## src/rtl/cht_pkg.sv

```systemverilog
// ----------------------------------------------------------------------------
// cht_pkg
// Shared types and constants of the chained hash table engine.
// ----------------------------------------------------------------------------
package cht_pkg;

	localparam int BUCKETS  = 1024;
	localparam int POOL     = 1024;
	localparam int KEY_BITS = 64;
	localparam int LISTS    = 32;

	localparam int IDX_W  = $clog2(POOL);
	localparam int PTR_W  = IDX_W + 1;
	localparam int BKT_W  = $clog2(BUCKETS);
	localparam int LIST_W = (LISTS > 1) ? $clog2(LISTS) : 1;
	localparam int CLR_N  = (BUCKETS > POOL) ? BUCKETS : POOL;
	localparam int CLR_W  = $clog2(CLR_N) + 1;
	localparam int CNT_W  = $clog2(POOL + 1);

	typedef logic [PTR_W-1:0] ptr_t;
	localparam ptr_t NIL = ptr_t'(POOL);

	localparam logic [1:0] OP_FIND      = 2'd0;
	localparam logic [1:0] OP_ENTER     = 2'd1;
	localparam logic [1:0] OP_REMOVE    = 2'd2;
	localparam logic [1:0] OP_ENTER_ALT = 2'd3;

	localparam logic [1:0] ST_DONE   = 2'd0;
	localparam logic [1:0] ST_ABSENT = 2'd1;
	localparam logic [1:0] ST_FULL   = 2'd2;

	localparam logic [1:0] CFG_BKT_LIMIT   = 2'd0;
	localparam logic [1:0] CFG_FOLD_LO     = 2'd1;
	localparam logic [1:0] CFG_FOLD_HI     = 2'd2;
	localparam logic [1:0] CFG_PARTITIONED = 2'd3;

	typedef struct packed {
		logic [1:0]  op;
		logic [31:0] hash_value;
		logic [63:0] lookup_key;
	} req_t;

	typedef struct packed {
		logic        found;
		logic [9:0]  entry;
		logic [1:0]  status;
		logic        load_exceeded;
	} rsp_t;

	typedef struct packed {
		logic [9:0]  bkt_limit;
		logic [9:0]  fold_lo;
		logic [10:0] fold_hi;
		logic        partitioned;
	} cfg_t;

	typedef struct packed {
		logic [BKT_W-1:0]    bkt_raddr;
		logic                bkt_we;
		logic [BKT_W-1:0]    bkt_waddr;
		ptr_t                bkt_wdata;
		logic [IDX_W-1:0]    lnk_raddr;
		logic                lnk_we;
		logic [IDX_W-1:0]    lnk_waddr;
		ptr_t                lnk_wdata;
		logic                dat_we;
		logic [IDX_W-1:0]    dat_waddr;
		logic [31:0]         dat_whash;
		logic [KEY_BITS-1:0] dat_wkey;
	} store_req_t;

	typedef struct packed {
		ptr_t                bkt_rdata;
		ptr_t                lnk_rdata;
		logic [31:0]         dat_rhash;
		logic [KEY_BITS-1:0] dat_rkey;
	} store_rsp_t;

	typedef enum logic [3:0] {
		S_CLEAR,
		S_IDLE,
		S_HEAD,
		S_WALK,
		S_DECIDE,
		S_SCAN,
		S_POP,
		S_POP2,
		S_UNLINK,
		S_REL,
		S_DONE
	} state_t;

endpackage

```

## src/rtl/cht_seq.sv

```systemverilog
// ----------------------------------------------------------------------------
// cht_seq
// Request sequencer: chain walk, free-list pop and push, live counts.
// ----------------------------------------------------------------------------
module cht_seq (
	input  logic                clk,
	input  logic                arst_n,
	input  cht_pkg::cfg_t       cfg,
	input  logic                busy,
	input  logic                in_valid,
	output logic                in_ready,
	input  cht_pkg::req_t       in_data,
	input  logic                out_free,
	output logic                done,
	output cht_pkg::rsp_t       result,
	output cht_pkg::store_req_t sreq,
	input  cht_pkg::store_rsp_t srsp
);
	import cht_pkg::*;

	state_t state_q, state_nx;

	logic [1:0]          op_q;
	logic [31:0]         hash_q;
	logic [KEY_BITS-1:0] key_q;
	logic [BKT_W-1:0]    bkt_q;
	logic [LIST_W-1:0]   list_q, sl_q, k_q;
	logic                load_q, part_q;
	ptr_t                cur_q, prev_q, link_q, e_q;
	logic [CNT_W-1:0]    steps_q;
	logic                found_q;
	logic [9:0]          entry_q;
	logic [1:0]          status_q;
	ptr_t                free_head_q [LISTS];
	logic [CNT_W-1:0]    live_q [LISTS];

	logic [10:0]       b_full;
	logic [BKT_W-1:0]  in_bkt;
	logic              is_enter, match, accept, walk_end;
	ptr_t              fh;
	logic [CNT_W-1:0]  steps_nx;

	always_comb begin
		b_full = in_data.hash_value[10:0] & cfg.fold_hi;
		if (b_full > {1'b0, cfg.bkt_limit}) begin
			b_full = b_full & {1'b0, cfg.fold_lo};
		end
		in_bkt = b_full[BKT_W-1:0];
	end

	assign is_enter = (op_q == OP_ENTER) || (op_q == OP_ENTER_ALT);
	assign match    = (srsp.dat_rhash == hash_q) && (srsp.dat_rkey == key_q);
	assign accept   = in_valid && in_ready;
	assign fh       = free_head_q[sl_q];
	assign steps_nx = steps_q + 1'b1;
	assign walk_end = (srsp.lnk_rdata == NIL) || (steps_nx >= CNT_W'(POOL));

	assign result = '{found: found_q, entry: entry_q, status: status_q,
		load_exceeded: load_q};

	always_ff @(posedge clk or negedge arst_n) begin
		if (!arst_n) begin
			state_q <= S_CLEAR;
		end else begin
			state_q <= state_nx;
		end
	end

	always_comb begin
		state_nx = state_q;
		in_ready = 1'b0;
		done     = 1'b0;
		sreq     = '0;
		sreq.bkt_raddr = in_bkt;
		sreq.lnk_raddr = cur_q[IDX_W-1:0];
		sreq.dat_whash = hash_q;
		sreq.dat_wkey  = key_q;
		unique case (state_q)
			S_CLEAR: begin
				if (!busy) state_nx = S_IDLE;
			end
			S_IDLE: begin
				in_ready = 1'b1;
				if (in_valid) state_nx = S_HEAD;
			end
			S_HEAD: begin
				sreq.lnk_raddr = srsp.bkt_rdata[IDX_W-1:0];
				state_nx = (srsp.bkt_rdata == NIL) ? S_DECIDE : S_WALK;
			end
			S_WALK: begin
				sreq.lnk_raddr = srsp.lnk_rdata[IDX_W-1:0];
				if (match || walk_end) state_nx = S_DECIDE;
			end
			S_DECIDE: begin
				if (op_q == OP_REMOVE && found_q) state_nx = S_UNLINK;
				else if (is_enter && !found_q) state_nx = S_SCAN;
				else state_nx = S_DONE;
			end
			S_SCAN: begin
				sreq.lnk_raddr = fh[IDX_W-1:0];
				if (fh != NIL) state_nx = S_POP;
				else if (!(part_q && k_q != LIST_W'(LISTS - 1))) state_nx = S_DONE;
			end
			S_POP: begin
				sreq.dat_we    = 1'b1;
				sreq.dat_waddr = e_q[IDX_W-1:0];
				if (prev_q == NIL) begin
					sreq.bkt_we    = 1'b1;
					sreq.bkt_waddr = bkt_q;
					sreq.bkt_wdata = e_q;
				end else begin
					sreq.lnk_we    = 1'b1;
					sreq.lnk_waddr = prev_q[IDX_W-1:0];
					sreq.lnk_wdata = e_q;
				end
				state_nx = S_POP2;
			end
			S_POP2: begin
				sreq.lnk_we    = 1'b1;
				sreq.lnk_waddr = e_q[IDX_W-1:0];
				sreq.lnk_wdata = NIL;
				state_nx = S_DONE;
			end
			S_UNLINK: begin
				if (prev_q == NIL) begin
					sreq.bkt_we    = 1'b1;
					sreq.bkt_waddr = bkt_q;
					sreq.bkt_wdata = link_q;
				end else begin
					sreq.lnk_we    = 1'b1;
					sreq.lnk_waddr = prev_q[IDX_W-1:0];
					sreq.lnk_wdata = link_q;
				end
				state_nx = S_REL;
			end
			S_REL: begin
				sreq.lnk_we    = 1'b1;
				sreq.lnk_waddr = cur_q[IDX_W-1:0];
				sreq.lnk_wdata = free_head_q[list_q];
				state_nx = S_DONE;
			end
			S_DONE: begin
				done = out_free;
				if (out_free) state_nx = S_IDLE;
			end
			default: state_nx = S_IDLE;
		endcase
	end

	always_ff @(posedge clk) begin
		unique case (state_q)
			S_IDLE: begin
				if (accept) begin
					op_q   <= in_data.op;
					hash_q <= in_data.hash_value;
					key_q  <= in_data.lookup_key[KEY_BITS-1:0];
					bkt_q  <= in_bkt;
					part_q <= cfg.partitioned;
					list_q <= cfg.partitioned ? in_data.hash_value[LIST_W-1:0] : '0;
					load_q <= (in_data.op == OP_ENTER || in_data.op == OP_ENTER_ALT)
						&& !cfg.partitioned
						&& (live_q[0] > CNT_W'(cfg.bkt_limit));
				end
			end
			S_HEAD: begin
				cur_q   <= srsp.bkt_rdata;
				prev_q  <= NIL;
				steps_q <= '0;
				found_q <= 1'b0;
			end
			S_WALK: begin
				if (match) begin
					found_q <= 1'b1;
					link_q  <= srsp.lnk_rdata;
				end else begin
					prev_q  <= cur_q;
					cur_q   <= srsp.lnk_rdata;
					steps_q <= steps_nx;
				end
			end
			S_DECIDE: begin
				sl_q     <= list_q;
				k_q      <= '0;
				entry_q  <= found_q ? cur_q[9:0] : 10'd0;
				status_q <= (found_q || is_enter) ? ST_DONE : ST_ABSENT;
			end
			S_SCAN: begin
				e_q  <= fh;
				sl_q <= (fh != NIL) ? sl_q : sl_q + 1'b1;
				k_q  <= k_q + 1'b1;
				if (fh == NIL && !(part_q && k_q != LIST_W'(LISTS - 1))) begin
					status_q <= ST_FULL;
				end
			end
			S_POP2: begin
				entry_q <= e_q[9:0];
			end
			default: begin
			end
		endcase
	end

	always_ff @(posedge clk or negedge arst_n) begin
		if (!arst_n) begin
			for (int i = 0; i < LISTS; i++) begin
				free_head_q[i] <= NIL;
				live_q[i]      <= '0;
			end
			free_head_q[0] <= ptr_t'(POOL - 1);
		end else begin
			if (state_q == S_POP) begin
				free_head_q[sl_q] <= srsp.lnk_rdata;
				if (live_q[list_q] < CNT_W'(POOL)) live_q[list_q] <= live_q[list_q] + 1'b1;
			end
			if (state_q == S_UNLINK && live_q[list_q] != '0) begin
				live_q[list_q] <= live_q[list_q] - 1'b1;
			end
			if (state_q == S_REL) begin
				free_head_q[list_q] <= cur_q;
			end
		end
	end

endmodule

```

## config.mk

```make
export PLATFORM = sky130hd
export DESIGN_NAME = cht_seq
export DESIGN_NICKNAME = d
export VERILOG_FILES = /design/src/rtl/cht_pkg.sv /design/src/rtl/cht_seq.sv
export SDC_FILE = /design/constraint.sdc
export NUM_CORES = 2
export LEC_CHECK = 0
export ABC_AREA = 1
export BUFFER_PORTS_ARGS = -buffer_cell sky130_fd_sc_hd__clkbuf_2
export CAP_MARGIN = 0
export CORE_ASPECT_RATIO = 1.25
export CORE_MARGIN = 3
export CORE_UTILIZATION = 25
export DETAILED_ROUTE_END_ITERATION = 8
export HOLD_SLACK_MARGIN = 0.02
export SKIP_CTS_REPAIR_TIMING = 1
export SLEW_MARGIN = 30
export SYNTH_ARGS = -nofsm -noshare
export SYNTH_HDL_FRONTEND = slang
export SYNTH_SLANG_ARGS = --single-unit
export TNS_END_PERCENT = 50
```

## constraint.sdc

```tcl
create_clock -name clk -period 7.67 [get_ports clk]
set_input_delay 1.1505 -clock clk [delete_from_list [all_inputs] [get_ports clk]]
set_output_delay 1.1505 -clock clk [all_outputs]
set_load 0.005 [all_outputs]
```

==> impl_metrics.csv <==
group,metric,value,unit
status,status,"completed",
drt,vias,56969,
die,dieArea,224000,um^2
placement,place.gp.congestion,0.978,
layout,design_area,62900,um^2
cts,clockRootBuffer,"clkbuf_16",
yosys,ys_async_sr_fraction,78.6,%
layout,multiInputGateArea,26500,um^2
yosys,synthFlopType,"dfrtp_1",
sta,setup_ws,1150,ps
layout,final_common_cell,"nand2_1",
placement,dpl.hpwl,167000,um
drt,top_layer,"met5",
cts,cts_tree,"yes",
setup_path,end_kind,"output port",
layout,seq_area,23600,um^2
die,fp.dieW,424,um
pwr,leakage,28.8,nW
sta,fin_tns_setup,0,ps
yosys,syn_inst,7598,
sta,slew_headroom,27.5,%
sta,maxSlewViolCount,0,
drt,ant_nets,0,
sta,fin_crit,6520,ps
global_route,grt_overflow,0,
sta,period_share,85.0,%
layout,finalNetCount,7976,
global_route,antenna_found_initial,14,
layout,syn_to_final_growth,15.4,%
min_path,min_path_type,"in -> async",
global_route,grt_start_max_net_pins,162,
setup_path,cp_data_arrival_time,5370,ps
placement,place.port_buffers,439,
pwr,ir_drop,0.000271,V
yosys,avgSynthCellArea,7.18,um^2
die,core,217000,um^2
die,die_h,528,um
cts,ctsHtreeMaxLevel,3,
setup_path,cp_max_fo,35,
sta,finalHoldViolations,0,
drt,wl_per_cell,23.5,um
layout,final_util,29.0,%
sta,skew,35.6,ps
sta,max_clock_freq,153,MHz
cts,cts_buffers,106,
placement,dp_slack,2100,ps
drt,via_per_inst,5.33,
drt,routed-wl-met2,109000,um
yosys,syn-num-nets,7880,
die,start_util,25.2,%
yosys,ys_types,52,
drt,drtPass1Iterations,8,
global_route,grtUsageTotal,21.4,%
yosys,seq_area_frac_synth,43.2,%
sta,finalSetupViolations,0,
yosys,ys_ff_latch,901,
layout,layout_common_cells,"nand2_1 (2546), o21ai_0 (867), dfrtp_1 (667)",
pwr,p_per_area,330,nW/um^2
setup_path,cp.required,6520,ps
cts,clk_latency,770,ps
yosys,synth_edf_count,193,
drt,postRouteWirelength,251000,um
cts,clk_pin_slew,60,ps
yosys,synth_warnings,0,
placement,post_dp_cell_area,59100,um^2
drt,drtIter0Drc,7060,
flow_run,drv_cap,0,
drt,drc,0,
global_route,grt_pass1_vias,53268,
sta,rsz0062_at_grt,"false",
sta,tightest_slew,1090,ps
layout,nFillCells,23401,
drt,drt-met1-wl,101000,um
global_route,grt_pass1_wl,365000,um
setup_path,critPathKind,"reg -> out",
cts,clk_path_buf_depth,3,
drt,dr_wl_met3,25600,um
die,num_io_pins,440,
die,row_count,191,
yosys,syn_area,54500,um^2
setup_path,critical_path.startpoint_type,"flip-flop",
layout,drive_gt1_share,12.4,%
cts,clkSinkCount,901,
[registers in the layout, summed over array words and instances, names as in the netlist]
signal,cells
cur_q,11
list_q,5
link_q,11
entry_q,10
sl_q,5
part_q,1
steps_q,11
load_q,1
bkt_q,10
hash_q,32
prev_q,11
k_q,5
live_q,352
key_q,64
free_head_q,352
found_q,1
op_q,2
state_q,4
e_q,11
status_q,2
[critical path: stages, from the launching register on]
cell,delay (ps)
edfxtp_1,980
nand2_4,600
inv_2,830
buf_4,650
a22oi_1,190
a21oi_1,460
a211oi_1,180
nand4_1,130
nand2_1,190
o21ai_0,160
clkbuf_2,140
[area by class of cell]
class	instances	share of cell area, %
well taps	2895	5.76
diodes	2	0.00795
multi-input cells	5535	42.1
flip-flops and latches	901	37.4
repair buffers	567	5.26
inverters	583	3.49
clock inverters	60	1.20
clock buffers	140	4.77
[path summary, 6_finish.rpt]
kind | depth (start not counted) | start | to | slack (ps)
setup / recovery | 10 | list_q[1] | sreq[111] | 1150
hold / removal | 1 | arst_n | live_q[25] | 420
setup reg to reg | 19 | list_q[1] | live_q[92] | 2030
hold reg to reg | 2 | live_q[142] | live_q[142] | 510
max in group asynchronous | 3 | arst_n | free_head_q[112] | 5500
min in group clk | 2 | live_q[142] | live_q[142] | 510
[cells in the mapped netlist, drive strengths merged (17+ instances only)]
master     n  area (um^2)
a22oi    111          833
o221ai    62          543
nor2     585         2320
dfrtp    667        16700
dfstp     41         1080
ha        29          363
xnor2     73          639
nor3      30          205
nand3    243         1370
inv      577         2170
o22ai    248         1550
o21ai    931         4660
buf      204         1170
nand4     43          269
a21oi    360         1800
nand2   2552         9590
o211ai   173         1300
edfxtp   193         5800
or2       20          125
clkbuf   375         1410
xor2      17          156
[report_power, final]
| part | total [W] | internal [W] | switching (W) | leakage [nW] |
|---|---|---|---|---|
| clock network | 0.00558 | 0.00329 | 0.00229 | 1.85 |
| logic | 0.00783 | 0.00206 | 0.00577 | 16.9 |
| registers | 0.00732 | 0.00636 | 0.000958 | 10.1 |
[metal layers]
layer,GRT usage [%],vias up
li1,-,25340
met1,28.6,27367
met2,32.9,3538
met3,4.22,720
met4,10.8,4
met5,0,-
[metrics by stage]
stage / power [W] / hold WS (ps) / std cells
after floorplan: 0.0116 / 458 / 7598
after global placement: 0.0148 / 487 / 10479
after detailed placement: 0.0150 / 488 / 10479
after CTS: 0.0206 / 462 / 10679
after global routing: 0.0216 / 487 / 10682
final: 0.0207 / 422 / 10683
[cells by family after synthesis]
kind of cell,Yosys count,share of synthesized area (%)
AND/OR/NAND/NOR,3486,25.6
AO/OA/AOI/OAI,1930,20.3
buffers and inverters,1162,8.74
flip-flops,901,43.2
XOR/XNOR,90,1.46
adder cells (fa/ha/maj),29,0.666
(Power assumes the default switching activity.)
